--- src/hdl/sle_ram.sv ---
// Generic single-write, single-read RAM with registered read data.
module sle_ram #(
  parameter int WIDTH = 8,
  parameter int DEPTH = 16
) (
  input  logic                     clk,
  input  logic                     we,
  input  logic [$clog2(DEPTH)-1:0] waddr,
  input  logic [WIDTH-1:0]         wdata,
  input  logic                     re,
  input  logic [$clog2(DEPTH)-1:0] raddr,
  output logic [WIDTH-1:0]         rdata
);

  logic [WIDTH-1:0] mem [DEPTH];
  logic [WIDTH-1:0] rdata_r;

  // write port
  always_ff @(posedge clk) begin
    if (we) begin
      mem[waddr] <= wdata;
    end
  end

  // read port, data holds while re is low
  always_ff @(posedge clk) begin
    if (re) begin
      rdata_r <= mem[raddr];
    end
  end

  assign rdata = rdata_r;

endmodule
--- config.mk ---
export PLATFORM = sky130hd
export DESIGN_NAME = sle_ram
export DESIGN_NICKNAME = d
export VERILOG_FILES = /design/src/hdl/sle_ram.sv
export SDC_FILE = /design/constraint.sdc
export NUM_CORES = 1
export LEC_CHECK = 0
export ABC_AREA = 1
export BUFFER_PORTS_ARGS = -buffer_cell sky130_fd_sc_hd__buf_4
export CORE_MARGIN = 2
export CORE_UTILIZATION = 42
export CTS_CLUSTER_SIZE = 12
export DETAILED_ROUTE_END_ITERATION = 7
export PLACE_DENSITY_LB_ADDON = 0.15
export SLEW_MARGIN = 20
export SYNTH_ARGS = -nofsm -noshare
export SYNTH_HDL_FRONTEND = slang
export SYNTH_SLANG_ARGS = --single-unit
--- constraint.sdc ---
create_clock -name clk -period 2.4 [get_ports clk]
set_input_delay 0.24 -clock clk [delete_from_list [all_inputs] [get_ports clk]]
set_output_delay 0.24 -clock clk [all_outputs]
set_load 0.005 [all_outputs]
==> results of run 1 <==
critical path: stages:
cell	delay, ps
buf_4	330
inv_2	360
nand3_1	200
nand3_1	150
nand3_1	180
nand2_1	70
registers in the layout (all words and copies together), names as in the netlist:
signal / flops
rdata: 8
mem: 128
through the flow:
step	setup WS, ps	hold WS [ps]	area (µm²)
after floorplan	1210	339	5850
after global placement	675	549	6230
after detailed placement	629	552	6230
after CTS	1080	104	6770
after global routing	947	120	6770
final	1020	116	6770
layer usage:
| layer | vias to the layer above | GRT usage [%] |
|---|---|---|
| li1 | 1853 | - |
| met2 | 126 | 30.3 |
| met4 | 0 | 6.82 |
| met5 | - | 0 |
| met3 | 15 | 5.95 |
| met1 | 1849 | 28.3 |
area by class of cell:
class                      count  area [µm²]  share of cell area [%]
sequential                   136        4080                    60.3
clock buffer                  18         429                    6.34
inverter                     102         383                    5.65
timing repair buffer          40         325                    4.80
clock inverter                13         113                    1.66
tap                          180         225                    3.33
multi-input combinational    289        1210                    17.9
final timing paths:
| check | to | depth (start not counted) |
|---|---|---|
| setup / recovery | rdata[6]$_DFFE_PP_ | 6 |
| setup reg to reg | rdata[6]$_DFFE_PP_ | 6 |
| hold / removal | rdata[0]$_DFFE_PP_ | 1 |
| hold reg to reg | rdata[7]$_DFFE_PP_ | 6 |
logic make-up (layout without fill, tap and decap cells):
group                  Yosys count  after routing  share of synthesized area, %
buffers and inverters          126            173                          9.39
flip-flops                     136            136                          69.8
AND/OR/NAND/NOR                289            289                          20.8
cell usage in the layout, fill, tap and decap left out, drive strengths merged:
master,instances
buf,40
bufinv,2
clkbuf,18
clkinv,9
clkinvlp,2
edfxtp,136
inv,102
nand2,173
nand3,97
nand3b,2
nor2,17
where the power goes:
part	internal (W)	switching [W]	total, W
clock network	0.00149	0.000935	0.00242
logic	0.000106	0.000233	0.000339
registers	0.00268	0.0000145	0.00269
total	0.00427	0.00118	0.00545
==> results by group, run 1 <==
Synthesis
  • Synth unique cells: 11
  • Cell area after synthesis: 0.00585 mm²
  • Sequential-to-total area share from yosys stat: 69.8%
  • Synth Instances: 551
  • Count of state elements after synthesis: 136
  • Synth area leader: edfxtp_1
  • Area share of the largest cell type after synthesis: between 60% and 70%
  • Ranking of synthesized cells by area: edfxtp_1 70%, nand2_1 11%, nand3_1 8.3%
  • Post-synth ARST share: 0%
  • Main synth FF type: edfxtp_1
  • Top cells by count, synth: 173 x nand2_1, 136 x edfxtp_1, 100 x inv_1, 97 x nand3_1, 17 x nor2_1
  • Number of flops mapped to enable cells by yosys: 136
  • Post-Syn Nets: 570
  • Most frequent cell after synthesis: nand2_1
  • Synth warn: 0
  • Syn Area/Cell: 10.6 µm²

CTS
  • Clock sink count: 136
  • Post-CTS sizing: 0
  • Clock tree buffer depth: 2
  • CTS H-tree lvls: 4
  • Clk pin slew, worst setup/hold paths: 60 ps
  • Num CTS Buffers: 17
  • Hold buffer count at cts: 0
  • Clock Root Buffer: clkbuf_16
  • Worst skew pair latency: around 430 ps
  • Setup bufs post-CTS: 0
  • CTS tree: built

STA
  • Fmax: 0.723 GHz
  • Worst slew margin: 46.5%
  • Period minus WS final: 1380 ps
  • Final Max Tran Viols: 0
  • Final setup fails: 0
  • RSZ-0062 raised after global routing: false
  • Sum of negative setup slack: 0 ps
  • Worst slew pin tran: 799 ps
  • Worst Skew: 13.5 ps
  • Fin. Hold Viols: 0
  • Tcrit/Tclk final: between 50% and 60%

Finish
  • Share of cells above drive strength 1: 11.0%
  • Final Core Density: roughly half
  • Number of diodes: 0
  • Nets: roughly 610
  • Area delta synth->final: 15.8%
  • Final Instance Count excl. Fillers: 778
  • Fillers: around 1300

Worst setup path
  • Critical Path Source Type: input port
  • Crit Reg-Reg Startpoint: mem[1][6]$_DFFE_PP_
  • Worst R2R Setup Slack: ~1200 ps
  • CP Launch Point: raddr[1]
  • CP Class: input port to flip-flop
  • Critical path endpoint category: flip-flop
  • Worst EP required: 2580 ps
  • Critical Path AT: approximately 1600 ps
  • Max FO, Critical Path: 33

Place
  • # placed instances: 747
  • GPL Wtd Cong: approximately 0.8
  • Port Buffers: 26
  • HPWL Detailed: 8.60 mm

Power and ir drop
  • PD cells: 805 mW/mm²
  • Worst VDD drop: approximately 0.45 mV
  • Leakage Power: ~2.9 nW
  • Final Power: 0.00545 W

Global route
  • Antenna violations before repair: 0
  • Total Routing Usage GR: 20.2%
  • Remaining global-route overflow: 0
  • Vias in the first global route: 3759
  • Largest net degree at the start of global routing: 51
  • First-pass GRT wire length: 21.4 mm

Routing
  • DR DRC count: 0
  • Met1 wire length: 6.48 mm
  • Via Count: 3843
  • Final wirelength: 13.8 mm
  • DRT iter0 DRCs: around 380
  • Post-DR vias/cell: 4.94
  • WL/cell: 17.7 µm
  • Met3 Wirelength: 829 µm
  • Met2 wire len: 6.30 mm
  • TritonRoute pass-1 iters: 5
  • Top Layer Used: met4
  • Final antenna-violating net count: 0

Floorplanning
  • Chip Height: 122 µm
  • Die Area: 0.0149 mm²
  • Row cnt: 43
  • Core outline area: 0.0137 mm²
  • Die Wd: 122 µm
  • IO Count: 27
  • Initial core utilization: 42.6%

Hold path
  • Worst Hold Class: input port to flip-flop
  • Worst hold start: re

Run status
  • Status: complete, no violations

Job
  • Max-Cap Viols: 0
No activity file was read; power rests on OpenSTA's default activity.
==> inputs of run 2 (changes only) <==
==> constraint.sdc (replaced) <==
create_clock -name clk -period 1.25 [get_ports clk]
set_input_delay 0.125 -clock clk [delete_from_list [all_inputs] [get_ports clk]]
set_output_delay 0.125 -clock clk [all_outputs]
set_load 0.005 [all_outputs]
==> results by group, run 2 (same netlist as run 1, synthesis figures left out) <==
Run status
  • Status: complete, no violations

Routing
  • TritonRoute pass-1 iters: 5 (unchanged)
  • Post-DR vias/cell: 4.92 (-0.37%)
  • WL/cell: 17.8 µm (+0.15%)
  • Final antenna-violating net count: 0 (unchanged)
  • Met3 Wirelength: 914 µm (+10%)
  • Final wirelength: 14.0 mm (+1.6%)
  • Met1 wire length: 6.30 mm (-2.8%)
  • Met2 wire len: 6.43 mm (+2.1%)
  • Top Layer Used: met4
  • DR DRC count: 0 (unchanged)
  • Via Count: 3883 (+1.0%)
  • DRT iter0 DRCs: 406 (+8.3%)

STA
  • Tcrit/Tclk final: 91.7%
  • Worst slew margin: 59.9% (+13 points)
  • Final WS setup: 104 ps (-912 ps)
  • Worst Skew: 7.50 ps (-6.01 ps)
  • WHS: 30.4 ps (-85.8 ps)
  • Period minus WS final: approximately 1100 ps
  • Fin. Hold Viols: 0 (unchanged)
  • Final setup fails: 0 (unchanged)
  • Final Max Tran Viols: 0 (unchanged)
  • Worst slew pin tran: 601 ps (-198 ps)
  • RSZ-0062 raised after global routing: false
  • Fmax: ~0.87 GHz

Worst setup path
  • Cell Chain, Critical Path: buf_4
  • Worst path buffer plus inverter count: 1 (-1)
  • Critical Path AT: 1020 ps (-540 ps)
  • WP depth: 1 (-5)
  • Worst Setup EP: rdata[4]
  • Worst EP required: 1120 ps (-1460 ps)
  • Crit Reg-Reg Startpoint: mem[3][3]$_DFFE_PP_
  • CP max-delay cell: edfxtp_1
  • CP Class: flip-flop to output port
  • CP top delay family: flip-flops
  • Worst path max stage delay: 440 ps (+80 ps)
  • Critical path endpoint category: output port
  • Max FO, Critical Path: 1 (-97%)
  • Critical Path Source Type: flip-flop
  • CP Launch Point: rdata[4]$_DFFE_PP_
  • Worst R2R Setup Slack: 110 ps (-1080 ps)
  • R2R depth: 6 (unchanged)
  • Reg-to-Reg End: rdata[3]$_DFFE_PP_

Finish
  • Largest register by flop count: mem
  • Fillers: 1234 (-4.6%)
  • Area delta synth->final: 19.0%
  • Seq. cell area: 0.00408 mm² (unchanged)
  • Footprint of the multi-input gates: 0.00122 mm² (+0.41%)
  • Max reg flops: 128 (unchanged)
  • Most common cell after layout, fill and taps aside: nand2_1
  • Most frequent cells in the layout: 173 x nand2_1, 136 x edfxtp_1, 100 x inv_1
  • Number of diodes: 0 (unchanged)
  • Final Instance Area: 0.00696 mm² (+2.7%)
  • Nets: 615 (+1.7%)
  • Share of cells above drive strength 1: 13.3% (+2.3 points)

CTS
  • Hold buffer count at cts: 0 (unchanged)
  • Worst skew pair latency: 410 ps (-20 ps)
  • CTS tree: built
  • Num CTS Buffers: 17 (unchanged)
  • Clock sink count: 136 (unchanged)
  • Clk pin slew, worst setup/hold paths: 60 ps (about the same)
  • Clock Root Buffer: clkbuf_16
  • CTS H-tree lvls: 4 (unchanged)
  • Clock tree buffer depth: 2 (unchanged)

Place
  • Setup Slack @ Placement: -134 ps (-763 ps)
  • GPL Wtd Cong: 0.844 (+5.4%)
  • Port Buffers: 26 (unchanged)
  • HPWL Detailed: 8.62 mm (+0.23%)
  • Post-DP Area: 0.00632 mm² (+1.4%)

Power and ir drop
  • PD cells: 1610 mW/mm² (+99%)
  • Leakage Power: 3.00 nW (+3.5%)
  • Final Power: 0.0112 W (+100%)
  • Worst VDD drop: 0.902 mV (+100%)

Floorplanning
  • Core outline area: 0.0137 mm² (unchanged)
  • Row cnt: 43 (unchanged)
  • Die Area: 0.0149 mm² (unchanged)
  • Die Wd: 122 µm (unchanged)
  • Initial core utilization: 42.6% (unchanged)
  • Chip Height: 122 µm (unchanged)
  • IO Count: 27 (unchanged)

Global route
  • Remaining global-route overflow: 0 (unchanged)
  • Largest net degree at the start of global routing: 53 (+3.9%)
  • Antenna violations before repair: 0 (unchanged)
  • Vias in the first global route: 3701 (-1.5%)
  • Total Routing Usage GR: 20.6% (+0.33 points)
  • First-pass GRT wire length: 21.6 mm (+0.90%)

Hold path
  • Worst Hold Class: input port to flip-flop

Job
  • Max-Cap Viols: 0 (unchanged)
[run 2: what timing repair did]
action	4_1_cts	5_1_grt
buffers inserted	0	0
resized for setup	0	1
setup endpoints to repair	0	1
[run 2: how the worst min path moves through the flow]
| stage | end | slack, ps | start | cells after the start |
|---|---|---|---|---|
| 3_3_place_gp | rdata[2]$_DFFE_PP_ | 460 | re | 1 |
| 6_report | mem[3][4]$_DFFE_PP_ | 30 | wdata[4] | 1 |
| 2_1_floorplan | mem[0][0]$_DFFE_PP_ | 220 | wdata[0] | 0 |
| 3_5_place_dp | rdata[2]$_DFFE_PP_ | 460 | re | 1 |
| 5_1_grt | rdata[5]$_DFFE_PP_ | 30 | re | 1 |
| 4_1_cts | mem[3][4]$_DFFE_PP_ | 30 | wdata[4] | 1 |
[run 2: where the power goes]
group          switching [W]  internal, W
registers          0.0000308      0.00514
clock network        0.00182      0.00352
logic               0.000447     0.000221
total                0.00230      0.00888
[run 2: layout make-up]
class | count | share of cell area (%)
clock buffer | 18 | 6.17
inverter | 102 | 5.50
tap | 180 | 3.24
timing repair buffer | 50 | 5.94
clock inverter | 14 | 2.93
multi-input combinational | 289 | 17.5
sequential | 136 | 58.7
[run 2: metal layers]
metal	track usage, %	vias up
li1	-	1871
met1	28.4	1834
met2	31.3	157
met3	4.54	21
met4	9.05	0
met5	0	-
[run 2: metrics by stage]
stage          utilization (%)  setup TNS (ps)  cells
6_report                  50.7               0    789
5_1_grt                   50.7               0    789
4_1_cts                   50.7               0    789
3_5_place_dp              46.1            -562    757
3_3_place_gp              46.1            -292    757
2_1_floorplan                -               0    551
==> inputs of run 3 (changes only) <==
--- a/config.mk
+++ b/config.mk
@@ -5,7 +5,6 @@
 export SDC_FILE = /design/constraint.sdc
 export NUM_CORES = 1
 export LEC_CHECK = 0
-export ABC_AREA = 1
 export BUFFER_PORTS_ARGS = -buffer_cell sky130_fd_sc_hd__buf_4
 export CORE_MARGIN = 2
 export CORE_UTILIZATION = 42
==> results by group, run 3 <==
Run status
  • Status: finished, violations left
  • Failing checks: setup timing

Synthesis
  • Synth unique cells: 18 (+7)
  • Number of flops mapped to enable cells by yosys: 136 (unchanged)
  • Area share of the largest cell type after synthesis: 78.1% (+8.3 points)
  • Post-Syn Nets: 248 (-56%)
  • Ranking of synthesized cells by area: edfxtp_1 78%, mux4_2 7.8%, mux4_1 7.0%
  • Synth area leader: edfxtp_1
  • Post-synth ARST share: 0% (unchanged)
  • Cell area after synthesis: 0.00523 mm² (-11%)
  • Syn Area/Cell: 22.8 µm² (+120%)
  • Synth warn: 0 (unchanged)
  • Synth Instances: 229 (-58%)
  • Main synth FF type: edfxtp_1
  • Sequential-to-total area share from yosys stat: 78.1% (+8.3 points)
  • Top cells by count, synth: 136 x edfxtp_1, 18 x mux4_2, 16 x a22oi_1, 14 x mux4_1, 13 x nor2_1
  • Most frequent cell after synthesis: edfxtp_1
  • Count of state elements after synthesis: 136 (unchanged)

Worst setup path
  • Critical Path AT: 1610 ps (+590 ps)
  • Reg-to-Reg End: rdata[5]$_DFFE_PP_
  • Crit Reg-Reg Startpoint: mem[11][5]$_DFFE_PP_
  • CP Class: flip-flop to flip-flop
  • Max FO, Critical Path: 1 (unchanged)
  • Critical Path Source Type: flip-flop
  • Worst R2R Setup Slack: -200 ps (-310 ps)
  • CP Launch Point: mem[11][5]$_DFFE_PP_
  • Worst EP required: 1410 ps (+290 ps)
  • Critical path endpoint category: flip-flop
  • R2R depth: 3 (-3)

CTS
  • CTS tree: built
  • Worst skew pair latency: 410 ps (about the same)
  • Hold buffer count at cts: 0 (unchanged)
  • Setup bufs post-CTS: 0 (unchanged)
  • Clk pin slew, worst setup/hold paths: 60 ps (about the same)
  • Clock Root Buffer: clkbuf_16
  • Clock tree buffer depth: 2 (unchanged)
  • Clock sink count: 136 (unchanged)
  • Num CTS Buffers: 17 (unchanged)
  • CTS H-tree lvls: 4 (unchanged)

Floorplanning
  • Die Area: 0.0134 mm² (-10%)
  • IO Count: 27 (unchanged)
  • Core outline area: 0.0121 mm² (-12%)
  • Row cnt: 40 (-7.0%)
  • Chip Height: 116 µm (-5.3%)
  • Die Wd: 116 µm (-5.3%)
  • Initial core utilization: 43.3% (+0.72 points)

Routing
  • Post-DR vias/cell: 5.22 (+6.1%)
  • Via Count: 2470 (-36%)
  • DRT iter0 DRCs: 174 (-57%)
  • DR DRC count: 0 (unchanged)
  • Final antenna-violating net count: 0 (unchanged)
  • Met3 Wirelength: 378 µm (-59%)
  • Top Layer Used: met4
  • Met1 wire length: 4.37 mm (-31%)
  • Final wirelength: 10.0 mm (-29%)
  • Met2 wire len: 5.08 mm (-21%)
  • TritonRoute pass-1 iters: 4 (-1)
  • WL/cell: 21.2 µm (+19%)

Finish
  • Final Instance Count excl. Fillers: 473 (-40%)
  • Nets: 311 (-49%)
  • Max reg flops: 128 (unchanged)
  • Area delta synth->final: 25.5%
  • Largest register by flop count: mem
  • Most common cell after layout, fill and taps aside: edfxtp_1
  • Share of cells above drive strength 1: 40.7% (+27 points)
  • Most frequent cells in the layout: 136 x edfxtp_1, 45 x buf_4, 29 x mux4_2
  • Number of diodes: 0 (unchanged)

Global route
  • Remaining global-route overflow: 0 (unchanged)
  • Vias in the first global route: 2632 (-29%)
  • First-pass GRT wire length: 15.5 mm (-28%)
  • Antenna violations before repair: 0 (unchanged)
  • Largest net degree at the start of global routing: 17 (-68%)
  • Total Routing Usage GR: 16.9% (-3.6 points)

Hold path
  • Worst hold endpoint: mem[5][6]$_DFFE_PP_
  • Worst Hold Path Cells: 1 (unchanged)
  • Worst hold start: wdata[6]
  • Worst Hold Class: input port to flip-flop

STA
  • Worst slew margin: 40.1% (-20 points)
  • Final WS setup: -200 ps (-305 ps)
  • Fin. Hold Viols: 0 (unchanged)
  • Worst Skew: 13.6 ps (+6.10 ps)
  • Final setup fails: 8 (+8)
  • Final Max Tran Viols: 0 (unchanged)
  • Worst slew pin tran: 897 ps (+296 ps)
  • Period minus WS final: 1450 ps (+305 ps)
  • RSZ-0062 raised after global routing: true
  • Fmax: 0.690 GHz (-21%)
  • Tcrit/Tclk final: 116% (+24 points)

Power and ir drop
  • Worst VDD drop: 0.940 mV (+4.2%)
  • Leakage Power: 2.20 nW (-27%)
  • PD cells: 1740 mW/mm² (+8.3%)

Place
  • GPL Wtd Cong: 0.734 (-13%)
  • # placed instances: 441 (-42%)
  • HPWL Detailed: 6.52 mm (-24%)
  • Setup Slack @ Placement: -396 ps (-262 ps)
  • Port Buffers: 26 (unchanged)

Job
  • Max-Cap Viols: 0 (unchanged)
==> run 3: cell types whose count changed in the layout (fill, tap and decap cells not counted), moves of 4 or more <==
cell | before | now
a22oi_2 | 0 | 4
nand2_1 | 173 | 9
inv_1 | 100 | 0
nand3_1 | 96 | 1
a22oi_1 | 0 | 12
nor2_1 | 17 | 10
buf_12 | 3 | 9
mux4_2 | 0 | 29
==> run 3: routing by layer <==
layer  track usage, %  vias to the layer above
met2             26.4                       64
met5                0                        -
met1             22.4                     1292
met3             4.34                       14
li1                 -                     1100
met4             8.35                        0
==> run 3: kinds of logic (layout without fill, tap and decap cells) <==
| logic type | count (synthesis) | after routing | share of synthesized area (%) |
|---|---|---|---|
| simple gates | 35 | 35 | 3.14 |
| buf+inv | 10 | 86 | 1.65 |
| compound gates | 16 | 16 | 2.30 |
| mux | 32 | 32 | 14.8 |
| flops | 136 | 136 | 78.1 |
==> run 3: report_power, final <==
part / internal (W) / leakage (nW) / switching [W] / total, W
Sequential: 0.00514 / 1.24 / 0.0000279 / 0.00517
Clock: 0.00392 / 0.327 / 0.00177 / 0.00569
Combinational: 0.000275 / 0.637 / 0.000282 / 0.000557
Total: 0.00934 / 2.20 / 0.00208 / 0.0114
==> run 3: how the worst max path moves through the flow <==
stage                         end  cells after the start
3_3_place_gp   rdata[5]$_DFFE_PP_                      5
2_1_floorplan  rdata[2]$_DFFE_PP_                      5
6_report       rdata[5]$_DFFE_PP_                      3
3_5_place_dp   rdata[5]$_DFFE_PP_                      5
4_1_cts        rdata[5]$_DFFE_PP_                      3
5_1_grt        rdata[5]$_DFFE_PP_                      3
==> run 3: layout make-up <==
type                            instances  area (µm²)
Fill cell                             928        5500
Sequential cell                       136        4080
Multi-Input combinational cell         83        1070
Timing Repair Buffer                   54         518
Clock buffer                           18         429
Clock inverter                         14         253
Tap cell                              168         210
==> run 3: repair_timing <==
item / CTS / global route
pin swaps: 0 / 0
gates cloned: 0 / 0
endpoints found under the setup margin: 8 / 8
gates resized for setup: 4 / 1
==> run 3: metrics by stage <==
step / TNS, ps / utilization [%] / hold slack [ps] / total power (W) / area, µm²
3_3_place_gp: -4170 / 48.6 / 435 / 0.00582 / 5860
3_5_place_dp: -4930 / 48.6 / 438 / 0.00582 / 5860
2_1_floorplan: -637 / - / 224 / 0.00554 / 5260
4_1_cts: -1250 / 54.4 / 5.84 / 0.0115 / 6560
6_report: -1080 / 54.4 / 13.7 / 0.0114 / 6560
5_1_grt: -1500 / 54.4 / 9.74 / 0.0118 / 6560
==> run 3: worst max-delay path: stages (launching register included) <==
cell	delay, ps
edfxtp_1	360
mux4_2	490
a22oi_2	250
nand2_1	80
